--- config.mk ---
export PLATFORM = sky130hd
export DESIGN_NAME = bflm_ctrl
export DESIGN_NICKNAME = d
export VERILOG_FILES = /design/src/rtl/core/buffer_frame_lru_manager_macros.svh /design/src/rtl/core/bflm_pkg.sv /design/src/rtl/core/bflm_ctrl.sv
export SDC_FILE = /design/constraint.sdc
export NUM_CORES = 1
export LEC_CHECK = 0
export ABC_AREA = 1
export BUFFER_PORTS_ARGS = -buffer_cell sky130_fd_sc_hd__buf_2
export CORE_AREA = 3 3 40 42
export CTS_CLUSTER_SIZE = 10
export DETAILED_ROUTE_END_ITERATION = 8
export DIE_AREA = 0 0 43 45
export SLEW_MARGIN = 5
export SYNTH_ARGS = -nofsm -noshare
export SYNTH_HDL_FRONTEND = slang
export SYNTH_SLANG_ARGS = --single-unit
--- constraint.sdc ---
create_clock -name i_clk -period 1.1 [get_ports i_clk]
set_input_delay 0 -clock i_clk [delete_from_list [all_inputs] [get_ports i_clk]]
set_output_delay 0 -clock i_clk [all_outputs]
set_load 0.02 [all_outputs]
--- src/rtl/core/buffer_frame_lru_manager_macros.svh ---
// Assertion macros for the buffer frame LRU manager.
// Included by the RTL files that carry concurrent checks; no other dependencies.
`ifndef BUFFER_FRAME_LRU_MANAGER_MACROS_SVH
`define BUFFER_FRAME_LRU_MANAGER_MACROS_SVH

// Same-cycle implication, sampled on the rising clock, off while reset is low.
`define BFLM_ASSERT_NOW(lbl, clk, rst_n, ante, cons, msg) \
    lbl: assert property (@(posedge clk) disable iff (!(rst_n)) (ante) |-> (cons)) \
        else $error(msg);

// Next-cycle implication, sampled on the rising clock, off while reset is low.
`define BFLM_ASSERT_NEXT(lbl, clk, rst_n, ante, cons, msg) \
    lbl: assert property (@(posedge clk) disable iff (!(rst_n)) (ante) |=> (cons)) \
        else $error(msg);

`endif

--- src/rtl/core/bflm_pkg.sv ---
// Shared types and constants for the buffer frame LRU manager.
// No dependencies; used by bflm_ctrl, bflm_dpath and the top level.
`default_nettype none

package bflm_pkg;

    localparam int FRAMES     = 64;
    localparam int STAMP_BITS = 32;
    localparam int PIN_BITS   = 16;
    localparam int PAGE_BITS  = 32;
    localparam int FRAME_AW   = (FRAMES > 1) ? $clog2(FRAMES) : 1;

    typedef logic [FRAME_AW-1:0]   t_addr;
    typedef logic [5:0]            t_frame_idx;
    typedef logic [PAGE_BITS-1:0]  t_page;
    typedef logic [STAMP_BITS-1:0] t_stamp;
    typedef logic [PIN_BITS-1:0]   t_pin;

    typedef enum logic [2:0] {
        OP_EVICT   = 3'd0,
        OP_CONNECT = 3'd1,
        OP_PIN     = 3'd2,
        OP_UNPIN   = 3'd3,
        OP_ERASE   = 3'd4
    } t_op;

    typedef enum logic [2:0] {
        ST_IDLE,
        ST_SCAN,
        ST_DRAIN,
        ST_EV_OUT,
        ST_RD,
        ST_RMW
    } t_state;

    // Per-frame record kept in memory.
    typedef struct packed {
        t_page  page;
        t_stamp stamp;
        t_pin   pin;
    } t_rec;

    // Controller to datapath commands.
    typedef struct packed {
        logic load;     // capture the transaction, arm the scan
        logic scan_rd;  // read the record at the scan address, advance it
        logic rmw_rd;   // read the target frame record
        logic rmw_wr;   // update the target frame, load the result
        logic ev_out;   // load the evict result
    } t_cmd;

    // Datapath to controller status.
    typedef struct packed {
        logic scan_last; // scan address sits on the last frame
    } t_stat;

endpackage

`default_nettype wire

--- src/rtl/core/bflm_ctrl.sv ---
// Sequencer for the buffer frame LRU manager.
// Depends on bflm_pkg; drives bflm_dpath through t_cmd and reads t_stat back.
`default_nettype none

module bflm_ctrl (
    input  wire logic            i_clk,
    input  wire logic            i_rst_n,
    input  wire logic            start,
    input  wire logic [2:0]      i_opcode,
    input  wire bflm_pkg::t_stat i_stat,
    output bflm_pkg::t_cmd       o_cmd,
    output logic                 busy
);

    bflm_pkg::t_state r_state;
    bflm_pkg::t_state n_state;
    logic             accept;

    assign accept = start && (r_state == bflm_pkg::ST_IDLE);

    always_ff @(posedge i_clk) begin
        if (!i_rst_n) begin
            r_state <= bflm_pkg::ST_IDLE;
        end else begin
            r_state <= n_state;
        end
    end

    always_comb begin
        n_state = r_state;
        unique case (r_state)
            bflm_pkg::ST_IDLE: begin
                if (accept) begin
                    n_state = (i_opcode == bflm_pkg::OP_EVICT) ? bflm_pkg::ST_SCAN
                                                               : bflm_pkg::ST_RD;
                end
            end
            bflm_pkg::ST_SCAN: begin
                if (i_stat.scan_last) begin
                    n_state = bflm_pkg::ST_DRAIN;
                end
            end
            bflm_pkg::ST_DRAIN:  n_state = bflm_pkg::ST_EV_OUT;
            bflm_pkg::ST_EV_OUT: n_state = bflm_pkg::ST_IDLE;
            bflm_pkg::ST_RD:     n_state = bflm_pkg::ST_RMW;
            bflm_pkg::ST_RMW:    n_state = bflm_pkg::ST_IDLE;
            default:             n_state = bflm_pkg::ST_IDLE;
        endcase
    end

    always_comb begin
        o_cmd = '0;
        unique case (r_state)
            bflm_pkg::ST_IDLE:   o_cmd.load    = accept;
            bflm_pkg::ST_SCAN:   o_cmd.scan_rd = 1'b1;
            bflm_pkg::ST_DRAIN:  o_cmd         = '0;
            bflm_pkg::ST_EV_OUT: o_cmd.ev_out  = 1'b1;
            bflm_pkg::ST_RD:     o_cmd.rmw_rd  = 1'b1;
            bflm_pkg::ST_RMW:    o_cmd.rmw_wr  = 1'b1;
            default:             o_cmd         = '0;
        endcase
    end

    assign busy = (r_state != bflm_pkg::ST_IDLE);

endmodule

`default_nettype wire

==> flow_metrics.env <==
export IMPL_status="complete, no violations"
export IMPL_wirelength_um=550
export IMPL_syn_num_nets=50
export IMPL_reg_top3="r_state: 3 flops"
export IMPL_worstPathCellList="inv_2 -> nand2_4 -> nor2_2 -> inv_1 -> nor2_1 -> buf_4"
export IMPL_seq_area_frac_synth=0.2567
export IMPL_top_register="r_state"
export IMPL_antenna_found_initial=0
export IMPL_worstPathRequired_ns=1.10
export IMPL_start_kind="register"
export IMPL_dp_slack_ns=0.1408
export IMPL_clock_skew_ns=0.0009255
export IMPL_place_hpwl_um=457.5
export IMPL_io_buffers=12
export IMPL_synth_compound_gate_area_share=0.04813
export IMPL_maxSlewHeadroom=0.8913
export IMPL_die_w_um=43
export IMPL_die_h_um=45
export IMPL_clock_path_buffers=2
export IMPL_cts_buffers=3
export IMPL_cts_sinks=3
export IMPL_drive_gt1_frac=0.4516
export IMPL_critPathSlowestCell="dfxtp_2"
export IMPL_dieArea_sq_mm=0.001935
export IMPL_fin_crit_ns=1.095
export IMPL_syn_inst=43
export IMPL_grt_pass1_vias=265
export IMPL_hold_path_class="primary input to register"
export IMPL_yosys_warnings=0
export IMPL_nFillCells=158
export IMPL_finalPower_uw=876.5
export IMPL_clkTransAtPathRegs_ns=0.03
export IMPL_routed_via_count=300
export IMPL_yosys_area_share_simple=0.5187
export IMPL_timing_final_ws_setup_ns=0.004838
export IMPL_grt_max_degree=8
export IMPL_critPathMaxStageDelay_ns=0.33
export IMPL_area_growth_pct=61.50
export IMPL_antenna_cells=0
export IMPL_hold_violations=0
export IMPL_core_sq_mm=0.001285
export IMPL_syn_area_per_cell_sq_um=5.441
export IMPL_start_util=0.1821
export IMPL_largest_register_ffs=3
export IMPL_syn_area_sq_um=234.0
export IMPL_synthAdderAreaFrac=0
export IMPL_drv_cap=0
export IMPL_root_buffer="clkbuf_4"
export IMPL_cp_data_arrival_time_ns=1.10
export IMPL_fin_crit_sh=0.9956
export IMPL_cts_max_level=1
export IMPL_clkLatencyLatePin_ns=0.23
export IMPL_crit_path_end_kind="output port"
export IMPL_synth_xor_area_share=0
export IMPL_p_leak_uw=0.0002255
export IMPL_ys_types=13
export IMPL_setup_viol=0
export IMPL_drc=0
export IMPL_routabilityCongestion=0.7197
export IMPL_tns_ns=0
export IMPL_crit_type="register to output port"
export IMPL_grt_pass1_wl_um=966
export IMPL_ir_drop_uv=558.7
export IMPL_cts_tree="built"
export IMPL_first_iter_violations=1
export IMPL_dr_pass1_iters=4
export IMPL_slew_viol_final=0
export IMPL_antenna_left=0
export IMPL_max_freq_ghz=0.9131
export IMPL_wl_per_cell_um=7.143
export IMPL_rsz0062_at_grt="true"
export IMPL_grt_total_usage=0.06983
export IMPL_worstMarginPinSlew_ns=0.1618
export IMPL_grt_overflow=0
export IMPL_nets=70
export IMPL_ff2ff_setup_slack_ns=0.11
export IMPL_synthMuxAreaShare=0
export IMPL_routed_via_density=3.896
export IMPL_rows=13
export IMPL_cp_max_fo=4
export IMPL_num_io_pins=13
export IMPL_power_density_mw_per_mm2=2320
export IMPL_ys_ff_latch=3
export IMPL_synth_top_family_by_area="simple AND/OR/NAND/NOR gates"
## final cells by class
class                      instances  area (sq um)  share of cell area
clock buffer                       4         26.28             0.06954
inverter                          11         43.79              0.1159
multi-input combinational         29         137.6              0.3642
sequential                         3         63.81              0.1689
tap                               15         18.77             0.04967
timing repair buffer              15         87.58              0.2318
## power by group
part           leakage (uW)  internal [uW]  switching (uW)
combinational      0.000185            199             298
sequential        0.0000258            148            41.7
clock             0.0000150            136            54.4
total              0.000226            482             394
## cell usage after synthesis (all sizes together)
library cell	number	area share
nand2	12	0.21
inv	11	0.18
nor2	10	0.17
dfxtp	3	0.26
nand3	2	0.064
nor3	2	0.043
a31oi	1	0.027
nand4	1	0.027
o21ai	1	0.021
## critical path, delay by kind of cell, from the launching register on
kind | cells | cell delay, ns
buffers and inverters | 3 | 0.28
and+or+nand+nor | 3 | 0.26
DFF | 1 | 0.33
## stage by stage
step           hold WS (ns)  utilization  cell area [sq um]  std cells
5_1_grt              0.1371       0.2941              377.9         77
4_1_cts              0.1286       0.2765              355.3         75
6_report             0.1295       0.2941              377.9         77
3_5_place_dp         0.2494       0.2434              312.8         70
3_3_place_gp         0.2493       0.2434              312.8         70
2_1_floorplan        0.1269            -              234.0         43
## placed cells by master, fill, tap and decap left out
cell type / instances
a31oi_1: 1
buf_2: 11
buf_4: 3
clkbuf_1: 1
clkbuf_4: 3
dfxtp_2: 3
dlygate4sd3_1: 1
inv_1: 7
inv_2: 3
inv_4: 1
nand2_1: 10
nand2_2: 1
nand2_4: 1
nand3_1: 1
nand3_2: 1
nand4_1: 1
nor2_1: 9
nor2_2: 1
nor3_1: 2
o21ai_0: 1
## layer usage
layer	track usage	wire length, um	vias to the layer above
li1	-	-	164
met3	0.02789	51	2
met4	0.07229	15	0
met2	0.1108	253	10
met5	0	0	-
met1	0.06715	229	124
## path summary, 6_finish.rpt
path,to,start,cells after the start
max,o_cmd[4],r_state[1],6
min,r_state[2],i_opcode[2],5
max reg2reg,r_state[0],r_state[0],8
min reg2reg,r_state[1],r_state[2],3
## logic make-up (layout without fill, tap and decap cells)
kind of cell,after synthesis,count (layout)
buffers and inverters,11,30
flip-flops,3,3
AO/OA/AOI/OAI,2,2
AND/OR/NAND/NOR,27,27
## repair_timing
item,in CTS,in global routing
hold buffers,1,0
pin swaps,0,1
gates resized for setup,5,2
endpoints found under the hold margin,1,0
setup buffers,0,2
setup endpoints to repair,2,3
Power figures use the tool's default switching activity.
